===== config.mk =====
export PLATFORM = sky130hd
export DESIGN_NAME = periodic_daily_alarm_table
export DESIGN_NICKNAME = d
export VERILOG_FILES = /design/src/rtl/pdat_pkg.sv /design/src/rtl/periodic_daily_alarm_table.sv /design/src/rtl/pdat_front.sv /design/src/rtl/pdat_back.sv
export SDC_FILE = /design/constraint.sdc
export NUM_CORES = 2
export LEC_CHECK = 0
export BUFFER_PORTS_ARGS = -buffer_cell sky130_fd_sc_hd__buf_2
export CAP_MARGIN = 20
export CORE_ASPECT_RATIO = 0.75
export CORE_MARGIN = 3
export CORE_UTILIZATION = 32
export DETAILED_ROUTE_END_ITERATION = 8
export SLEW_MARGIN = 20
export SYNTH_ARGS = -nofsm -noshare
export SYNTH_HDL_FRONTEND = slang
export SYNTH_SLANG_ARGS = --single-unit
export TNS_END_PERCENT = 20

===== constraint.sdc =====
create_clock -name clk -period 13.2 [get_ports clk]
set_clock_uncertainty 0.15 [all_clocks]
set_input_delay 0.66 -clock clk [delete_from_list [all_inputs] [get_ports clk]]
set_output_delay 0.66 -clock clk [all_outputs]
set_load 0.05 [all_outputs]

===== src/rtl/pdat_pkg.sv =====
`timescale 1ns / 1ps
package pdat_pkg;

  // table geometry
  localparam int MAX_ENTRIES = 16;
  localparam int IW = (MAX_ENTRIES > 1) ? $clog2(MAX_ENTRIES) : 1;
  localparam int CW = $clog2(MAX_ENTRIES + 1);
  localparam int SW = (CW > 4) ? CW : 4;
  localparam int MAX_RESULTS = 16;
  localparam int RW = $clog2(MAX_RESULTS + 1);

  // time of day
  localparam logic [18:0] DAY_SECONDS = 19'd86400;

  typedef enum logic [1:0] {
    OP_TICK   = 2'd0,
    OP_INSERT = 2'd1,
    OP_REMOVE = 2'd2,
    OP_CLEAR  = 2'd3
  } op_t;

  // one decoded command as it sits in the queue
  typedef struct packed {
    op_t         op;
    logic [16:0] now;
    logic [3:0]  slot;
    logic [16:0] first;
    logic [15:0] len;
  } cmd_t;

  // back end status seen by the top level
  typedef struct packed {
    logic          idle;
    logic [CW-1:0] count;
  } back_status_t;

  typedef enum logic [2:0] {
    ST_IDLE,
    ST_INS,
    ST_REM,
    ST_CLR,
    ST_SCAN,
    ST_DIV,
    ST_CATCH,
    ST_FLUSH
  } state_t;

endpackage


===== src/rtl/periodic_daily_alarm_table.sv =====
`timescale 1ns / 1ps
// Daily alarm table.
// Input channel (in_valid/in_ready) carries op, now_seconds, slot,
// first_second and run_length; a two-entry command queue takes a
// transaction while the table engine is still busy with an earlier one.
// Output channel (out_valid/out_ready) returns one transaction per firing,
// fired_slot and fired_length in table order, last set on the final firing
// of a tick; a tick with no firing returns nothing.
// repeat_interval is written through cfg_write_en/cfg_write_data.
// The engine handles one command at a time. A tick checks each entry in
// turn; an overdue entry goes through a scan step, a bit-serial remainder
// of 17 steps and an update. Insert and remove shift entries one at a time,
// and clear walks every entry. A firing is held one entry behind in a pending
// register so that the last flag is known when it leaves.
// Reset empties the table and the queue and sets repeat_interval to zero.
// A stalled receiver holds the output register; the scan pauses on its
// next firing until that register frees up.
module periodic_daily_alarm_table (
  input  logic        clk,
  input  logic        rst,
  input  logic        cfg_write_en,
  input  logic [16:0] cfg_write_data,
  input  logic        in_valid,
  output logic        in_ready,
  input  logic [1:0]  op,
  input  logic [16:0] now_seconds,
  input  logic [3:0]  slot,
  input  logic [16:0] first_second,
  input  logic [15:0] run_length,
  output logic        out_valid,
  input  logic        out_ready,
  output logic [3:0]  fired_slot,
  output logic [15:0] fired_length,
  output logic        last
);
  import pdat_pkg::*;

  logic         [16:0] repeat_interval;
  logic                cmd_valid;
  logic                cmd_ready;
  cmd_t                cmd;
  back_status_t        status;

  // configuration register
  always_ff @(posedge clk) begin
    if (rst) begin
      repeat_interval <= 17'd0;
    end else if (cfg_write_en) begin
      repeat_interval <= cfg_write_data;
    end
  end

  pdat_front u_front (
    .clk          (clk),
    .rst          (rst),
    .in_valid     (in_valid),
    .in_ready     (in_ready),
    .op           (op),
    .now_seconds  (now_seconds),
    .slot         (slot),
    .first_second (first_second),
    .run_length   (run_length),
    .cmd_valid    (cmd_valid),
    .cmd_ready    (cmd_ready),
    .cmd          (cmd)
  );

  pdat_back u_back (
    .clk          (clk),
    .rst          (rst),
    .interval     (repeat_interval),
    .cmd_valid    (cmd_valid),
    .cmd_ready    (cmd_ready),
    .cmd          (cmd),
    .out_valid    (out_valid),
    .out_ready    (out_ready),
    .fired_slot   (fired_slot),
    .fired_length (fired_length),
    .last         (last),
    .status       (status)
  );

  // table never grows past its size
  a_count_max: assert property (@(posedge clk) disable iff (rst)
    status.count <= CW'(MAX_ENTRIES))
    else $error("entry count above table size");

  // count moves by at most one per cycle
  a_count_step: assert property (@(posedge clk) disable iff (rst)
    (status.count == $past(status.count)) ||
    (status.count == $past(status.count) + CW'(1)) ||
    (status.count == $past(status.count) - CW'(1)))
    else $error("entry count jumped");

  // commands leave the queue only into an idle engine
  a_take_idle: assert property (@(posedge clk) disable iff (rst)
    (cmd_valid && cmd_ready) |-> status.idle)
    else $error("command taken while engine busy");

  // count changes only while a command is at work
  a_count_busy: assert property (@(posedge clk) disable iff (rst)
    ($past(status.idle) && !$past(cmd_valid && cmd_ready)) |-> $stable(status.count))
    else $error("count changed with no command");

endmodule


===== src/rtl/pdat_front.sv =====
`timescale 1ns / 1ps
module pdat_front (
  input  logic                 clk,
  input  logic                 rst,
  input  logic                 in_valid,
  output logic                 in_ready,
  input  logic [1:0]           op,
  input  logic [16:0]          now_seconds,
  input  logic [3:0]           slot,
  input  logic [16:0]          first_second,
  input  logic [15:0]          run_length,
  output logic                 cmd_valid,
  input  logic                 cmd_ready,
  output pdat_pkg::cmd_t       cmd
);
  import pdat_pkg::*;

  cmd_t       q [2];
  logic       wr_ptr;
  logic       rd_ptr;
  logic [1:0] fill;
  logic       push;
  logic       pop;
  cmd_t       incoming;

  // classify the incoming transaction
  always_comb begin
    incoming.op    = op_t'(op);
    incoming.now   = now_seconds;
    incoming.slot  = slot;
    incoming.first = first_second;
    incoming.len   = run_length;
  end

  assign in_ready  = (fill != 2'd2);
  assign cmd_valid = (fill != 2'd0);
  assign cmd       = q[rd_ptr];
  assign push      = in_valid && in_ready;
  assign pop       = cmd_valid && cmd_ready;

  // two deep command queue
  always_ff @(posedge clk) begin
    if (push) begin
      q[wr_ptr] <= incoming;
    end
  end

  always_ff @(posedge clk) begin
    if (rst) begin
      wr_ptr <= 1'b0;
      rd_ptr <= 1'b0;
      fill   <= 2'd0;
    end else begin
      if (push) wr_ptr <= ~wr_ptr;
      if (pop) rd_ptr <= ~rd_ptr;
      case ({push, pop})
        2'b10:   fill <= fill + 2'd1;
        2'b01:   fill <= fill - 2'd1;
        default: fill <= fill;
      endcase
    end
  end

endmodule


===== src/rtl/pdat_back.sv =====
`timescale 1ns / 1ps
module pdat_back (
  input  logic                   clk,
  input  logic                   rst,
  input  logic [16:0]            interval,
  input  logic                   cmd_valid,
  output logic                   cmd_ready,
  input  pdat_pkg::cmd_t         cmd,
  output logic                   out_valid,
  input  logic                   out_ready,
  output logic [3:0]             fired_slot,
  output logic [15:0]            fired_length,
  output logic                   last,
  output pdat_pkg::back_status_t status
);
  import pdat_pkg::*;

  // entry storage
  logic [16:0] start_mem  [MAX_ENTRIES];
  logic [15:0] length_mem [MAX_ENTRIES];
  logic [16:0] offset_mem [MAX_ENTRIES];

  state_t        state;
  state_t        state_next;
  cmd_t          cur;
  logic [CW-1:0] idx;
  logic [CW-1:0] cnt;
  logic [CW-1:0] pos;
  logic          pend_valid;
  logic [3:0]    pend_slot;
  logic [15:0]   pend_len;
  logic [RW-1:0] fire_n;
  logic [16:0]   dvd;
  logic [16:0]   rem;
  logic [4:0]    step;
  logic [17:0]   run_r;
  logic [16:0]   diff_r;
  logic [16:0]   off_r;

  // read and write port
  logic [IW-1:0] rd_addr;
  logic [16:0]   rd_start;
  logic [15:0]   rd_len;
  logic [16:0]   rd_off;
  logic          wr_en;
  logic [IW-1:0] wr_addr;
  logic [16:0]   wr_start;
  logic [15:0]   wr_len;
  logic [16:0]   wr_off;

  // decode helpers
  logic          out_free;
  logic          out_load;
  logic [17:0]   run;
  logic          hit;
  logic          late;
  logic          report;
  logic          stall;
  logic [18:0]   step_sum;
  logic [16:0]   fire_off;
  logic [17:0]   rem_sh;
  logic [16:0]   pad;
  logic [17:0]   stride;
  logic [18:0]   catch_sum;
  logic [16:0]   catch_off;
  logic [CW-1:0] ins_pos;
  logic          cmd_take;

  assign out_free  = !out_valid || out_ready;
  assign cmd_ready = (state == ST_IDLE);
  assign cmd_take  = cmd_valid && cmd_ready;

  assign rd_start = start_mem[rd_addr];
  assign rd_len   = length_mem[rd_addr];
  assign rd_off   = offset_mem[rd_addr];

  // scan step arithmetic
  assign run      = {1'b0, rd_start} + {1'b0, rd_off};
  assign hit      = (idx != cnt) && (run == {1'b0, cur.now});
  assign late     = (idx != cnt) && (interval != 17'd0) && (run < {1'b0, cur.now});
  assign report   = (fire_n < RW'(MAX_RESULTS));
  assign stall    = hit && report && pend_valid && !out_free;
  assign step_sum = {1'b0, run} + {2'b00, interval};
  assign fire_off = (step_sum < DAY_SECONDS) ? (rd_off + interval) : 17'd0;

  // output register loads on a passed-on firing or the final flush
  assign out_load = ((state == ST_SCAN) && hit && !stall && report && pend_valid) ||
                    ((state == ST_FLUSH) && out_free);

  // catch-up remainder and new offset
  assign rem_sh    = {rem, dvd[16]};
  assign pad       = (rem == 17'd0) ? 17'd0 : (interval - rem);
  assign stride    = {1'b0, diff_r} + {1'b0, pad};
  assign catch_sum = {1'b0, run_r} + {1'b0, stride};
  assign catch_off = (catch_sum < DAY_SECONDS) ? 17'(({1'b0, off_r} + stride)) : 17'd0;

  assign ins_pos = (SW'(cmd.slot) > SW'(cnt)) ? cnt : CW'(cmd.slot);

  // next state
  always_comb begin
    state_next = state;
    case (state)
      ST_IDLE: begin
        if (cmd_take) begin
          case (cmd.op)
            OP_TICK:   state_next = ST_SCAN;
            OP_INSERT: state_next = (cnt < CW'(MAX_ENTRIES)) ? ST_INS : ST_IDLE;
            OP_REMOVE: state_next = (SW'(cmd.slot) < SW'(cnt)) ? ST_REM : ST_IDLE;
            default:   state_next = ST_CLR;
          endcase
        end
      end
      ST_INS:   if (idx <= pos) state_next = ST_IDLE;
      ST_REM:   if (idx + CW'(1) >= cnt) state_next = ST_IDLE;
      ST_CLR:   if (idx == cnt) state_next = ST_IDLE;
      ST_SCAN: begin
        if (idx == cnt) begin
          state_next = pend_valid ? ST_FLUSH : ST_IDLE;
        end else if (!hit && late) begin
          state_next = ST_DIV;
        end
      end
      ST_DIV:   if (step == 5'd16) state_next = ST_CATCH;
      ST_CATCH: state_next = ST_SCAN;
      ST_FLUSH: if (out_free) state_next = ST_IDLE;
      default:  state_next = ST_IDLE;
    endcase
  end

  // memory port control
  always_comb begin
    rd_addr  = idx[IW-1:0];
    wr_en    = 1'b0;
    wr_addr  = idx[IW-1:0];
    wr_start = rd_start;
    wr_len   = rd_len;
    wr_off   = rd_off;
    case (state)
      ST_INS: begin
        wr_en = 1'b1;
        if (idx > pos) begin
          rd_addr = IW'(idx - CW'(1));
        end else begin
          wr_start = cur.first;
          wr_len   = cur.len;
          wr_off   = 17'd0;
        end
      end
      ST_REM: begin
        rd_addr = IW'(idx + CW'(1));
        wr_en   = (idx + CW'(1) < cnt);
      end
      ST_CLR: begin
        wr_en  = (idx != cnt);
        wr_off = 17'd0;
      end
      ST_SCAN: begin
        wr_en  = hit && !stall && (interval != 17'd0);
        wr_off = fire_off;
      end
      ST_CATCH: begin
        wr_en  = 1'b1;
        wr_off = catch_off;
      end
      default: begin
        wr_en = 1'b0;
      end
    endcase
  end

  always_ff @(posedge clk) begin
    if (wr_en) begin
      start_mem[wr_addr]  <= wr_start;
      length_mem[wr_addr] <= wr_len;
      offset_mem[wr_addr] <= wr_off;
    end
  end

  // command capture and divider datapath
  always_ff @(posedge clk) begin
    if (cmd_take) begin
      cur <= cmd;
      pos <= ins_pos;
    end
    if (state == ST_SCAN && late && !hit) begin
      run_r  <= run;
      diff_r <= cur.now - run[16:0];
      off_r  <= rd_off;
      dvd    <= cur.now - run[16:0];
      rem    <= 17'd0;
      step   <= 5'd0;
    end else if (state == ST_DIV) begin
      rem  <= (rem_sh >= {1'b0, interval}) ? 17'(rem_sh - {1'b0, interval}) : rem_sh[16:0];
      dvd  <= {dvd[15:0], 1'b0};
      step <= step + 5'd1;
    end
  end

  // control registers, pending result and output stage
  always_ff @(posedge clk) begin
    if (rst) begin
      state      <= ST_IDLE;
      idx        <= '0;
      cnt        <= '0;
      pend_valid <= 1'b0;
      fire_n     <= '0;
      out_valid  <= 1'b0;
    end else begin
      state <= state_next;
      if (out_load) out_valid <= 1'b1;
      else if (out_ready) out_valid <= 1'b0;
      case (state)
        ST_IDLE: begin
          if (cmd_take) begin
            fire_n <= '0;
            case (cmd.op)
              OP_INSERT: idx <= cnt;
              OP_REMOVE: idx <= CW'(cmd.slot);
              default:   idx <= '0;
            endcase
          end
        end
        ST_INS: begin
          if (idx > pos) idx <= idx - CW'(1);
          else cnt <= cnt + CW'(1);
        end
        ST_REM: begin
          if (idx + CW'(1) < cnt) idx <= idx + CW'(1);
          else cnt <= cnt - CW'(1);
        end
        ST_CLR: begin
          if (idx != cnt) idx <= idx + CW'(1);
        end
        ST_SCAN: begin
          if (hit && !stall) begin
            idx <= idx + CW'(1);
            if (report) begin
              fire_n     <= fire_n + RW'(1);
              pend_valid <= 1'b1;
              pend_slot  <= 4'(idx);
              pend_len   <= rd_len;
              if (pend_valid) begin
                fired_slot   <= pend_slot;
                fired_length <= pend_len;
                last         <= 1'b0;
              end
            end
          end else if (!hit && !late && idx != cnt) begin
            idx <= idx + CW'(1);
          end
        end
        ST_CATCH: begin
          idx <= idx + CW'(1);
        end
        ST_FLUSH: begin
          if (out_free) begin
            pend_valid   <= 1'b0;
            fired_slot   <= pend_slot;
            fired_length <= pend_len;
            last         <= 1'b1;
          end
        end
        default: begin
          idx <= idx;
        end
      endcase
    end
  end

  assign status.idle  = (state == ST_IDLE);
  assign status.count = cnt;

endmodule


==> flow_summary.yaml <==
run_status:
  outcome: "complete, no violations"
route:
  drt-total-wl_mm: 125
  drtIter0Drc: 2546
  routed-via-count: 27900
  wire_per_inst_um: 22.6
  drtPass1Iterations: 5
  final_antenna_net_count: 0
  drc: 0
  viasPerCell: 5.05
die:
  die_y_um: 351
  initial_utilization_pct: 32.4
  dieArea_um2: 163000
  core_um2: 156000
  fp-row-count: 125
  num_io_pins: 101
  die_x_um: 465
critical_path:
  cp.required_ns: 13.45
  crit_path_max_incr_delay_ns: 0.92
  critPathMaxFanout: 20
  worstSetupEndpointType: "flip-flop"
  slowest_stage: "a2111oi_1"
  arrival_ns: 12.12
  cp-start-kind: "flip-flop"
  crit_type: "flip-flop to flip-flop"
  cp_common_cell: "a21oi_1"
clocking:
  cts-root-buf: "clkbuf_16"
  numCtsBuffers: 110
  cts_resized: 0
  path_clk_slew_ns: 0.06
  cts_tree: "built"
  clock_path_buffers: 3
  clk_latency_ns: 0.74
  htree_levels: 3
  post-cts-setup-buffers: 0
  cts.sinks: 1141
synth:
  synth_edf_count: 1077
  synth_area_leaders: "edfxtp_1, mux4_2, ha_1, dfxtp_1, mux2_2"
  synth_area_per_cell_um2: 16.3
  yosysMostFrequentCell: "edfxtp_1"
  synthTopCellsByCount: "edfxtp_1, mux4_2, ha_1"
  yosys.area.top_type_share_pct: 63.9
  syn_area_um2: 50600
  synth_nets: 3390
  asyncSetResetFlopFracSynth_pct: 0
  synth-main-ff-cell: "edfxtp_1"
  synthCells: 3106
  yosysTopAreaCell: "edfxtp_1"
  synth_seq_cells: 1141
  yosysSeqAreaShare_pct: 66.4
  synth_warnings: 0
  synth_cell_types: 81
global_route:
  antenna_found_initial: 6
  grtUsageTotal_pct: 15.2
  grt_first_pass_wirelength_mm: 186
  grt_overflow_total: 0
  grt_pass1_vias: 28000
  grt_max_degree: 100
timing:
  maxSlewViolCount: 0
  hold_viol: 0
  whs_ns: 0.233
  period_share_pct: 90.0
  tns_ns: 0
  min_period_ns: 11.88
  maxSlewHeadroom_pct: 22.1
  max_freq_mhz: 84.2
  rsz0062_at_grt: "no"
  worstMarginPinSlew_ns: 1.17
  setup_viol_count_final: 0
cells_and_area:
  fin_area_um2: 58400
  nets: 3616
  area_growth_syn_to_layout_pct: 15.4
  drive_gt1_share_pct: 20.3
  instances_no_fill: 5524
placement:
  hpwl_mm: 82.2
  globalplace.congestion: 0.836
  io_buffers: 100
  post_dp_cell_area_um2: 54100
  placedCellCount: 5242
flow_run:
  max_cap_violations: 0
worst_hold_path:
  hold_class: "input pin to flip-flop"
## final timing paths
path,slack (ns),endpoint,from,depth (start not counted)
setup / recovery,1.32,u_back.length_mem[8][5],u_back.idx[2],33
hold / removal,0.23,u_back.out_valid,out_ready,3
setup reg to reg,1.32,u_back.length_mem[8][5],u_back.idx[2],33
hold reg to reg,0.27,u_back.fired_length[13],u_back.pend_len[13],0
## per-layer routing
metal  GRT usage [%]  wire length [um]  part of all wire [%]  vias up
met4            3.41              2420                   1.9        2
li1                -                 -                     -    12700
met5               0                13                 0.010        -
met1            22.5             58700                    47    14300
met2            22.6             54400                    44      792
met3            3.66              9310                   7.5      149
## flip-flops by register name (all words and copies together), names as in the netlist, 3 cells and up, named ones only
register / cells
u_back.diff_r: 17
repeat_interval: 17
u_front.q: 112
u_back.pend_len: 16
u_back.step: 5
u_back.length_mem: 256
u_back.run_r: 18
u_back.offset_mem: 272
u_back.fire_n: 5
u_back.rem: 17
u_back.fired_slot: 4
u_back.state: 3
u_back.off_r: 17
u_back.cnt: 5
u_back.idx: 5
u_back.pend_slot: 4
u_back.dvd: 17
u_back.pos: 5
u_back.fired_length: 16
u_back.start_mem: 272
u_back.cur: 50
## metrics by stage
step	worst slack, ns	utilization, %
floorplan	2.72	-
global placement	1.37	34.6
detailed placement	1.47	34.6
CTS	1.39	37.4
global route	0.341	37.4
finish	1.32	37.4
## layout make-up
cell class                 count  area [um2]
fill                       14500       97600
sequential                  1141       33600
multi-input combinational   1703       16200
clock buffer                 128        2860
tap                         2095        2620
timing repair buffer         230        1810
clock inverter                80         787
inverter                     146         548
antenna                        1        2.50
## layout by cell type, fill, tap and decap left out, drive strengths merged, types with 8 or more instances in the layout
cell	n
o31ai	10
nor4	18
xor2	50
nand2	104
edfxtp	1077
xnor2	80
or2	9
a21o	35
nor3	32
o21a	12
or3	22
and2	8
a211oi	61
buf	157
a31oi	10
clkbuf	128
o41ai	8
a21oi	178
bufinv	10
fa	8
nor2b	67
ha	198
nand4	20
a31o	8
o21ai	65
mux2i	72
clkinvlp	9
o22ai	16
clkinv	53
nand2b	19
mux4	201
inv	154
nor2	139
mux2	103
dlygate4sd3	73
dfxtp	64
nand3	32
o21bai	17
o221ai	19
## worst max-delay path: cells and delay by family, from the launching register on
family	cells	cell delay, ns
AO/OA/AOI/OAI	16	4.42
buffers and inverters	1	0.40
adder cells (fa/ha/maj)	4	1.55
flip-flops	1	0.80
multiplexers	1	0.58
AND/OR/NAND/NOR	9	2.74
XOR/XNOR	2	0.89
## logic make-up (layout without fill, tap and decap cells)
kind of cell,after synthesis,in the layout,share of synthesized area [%]
flip-flops,1141,1141,66.4
AO/OA/AOI/OAI,499,499,6.41
AND/OR/NAND/NOR,491,491,4.79
multiplexers,376,376,12.7
buffers and inverters,262,584,2.28
adder cells (fa/ha/maj),206,206,5.21
XOR/XNOR,130,130,2.26
other,1,2,0.00741
## repair_timing
action,4_1_cts,5_1_grt
hold buffers,73,0
endpoints found under the hold margin,129,0
setup endpoints to repair,0,0
Power is left out: the tool's default activity adds up to more than one toggle a clock period on the data nets, which glitch-free logic cannot reach.
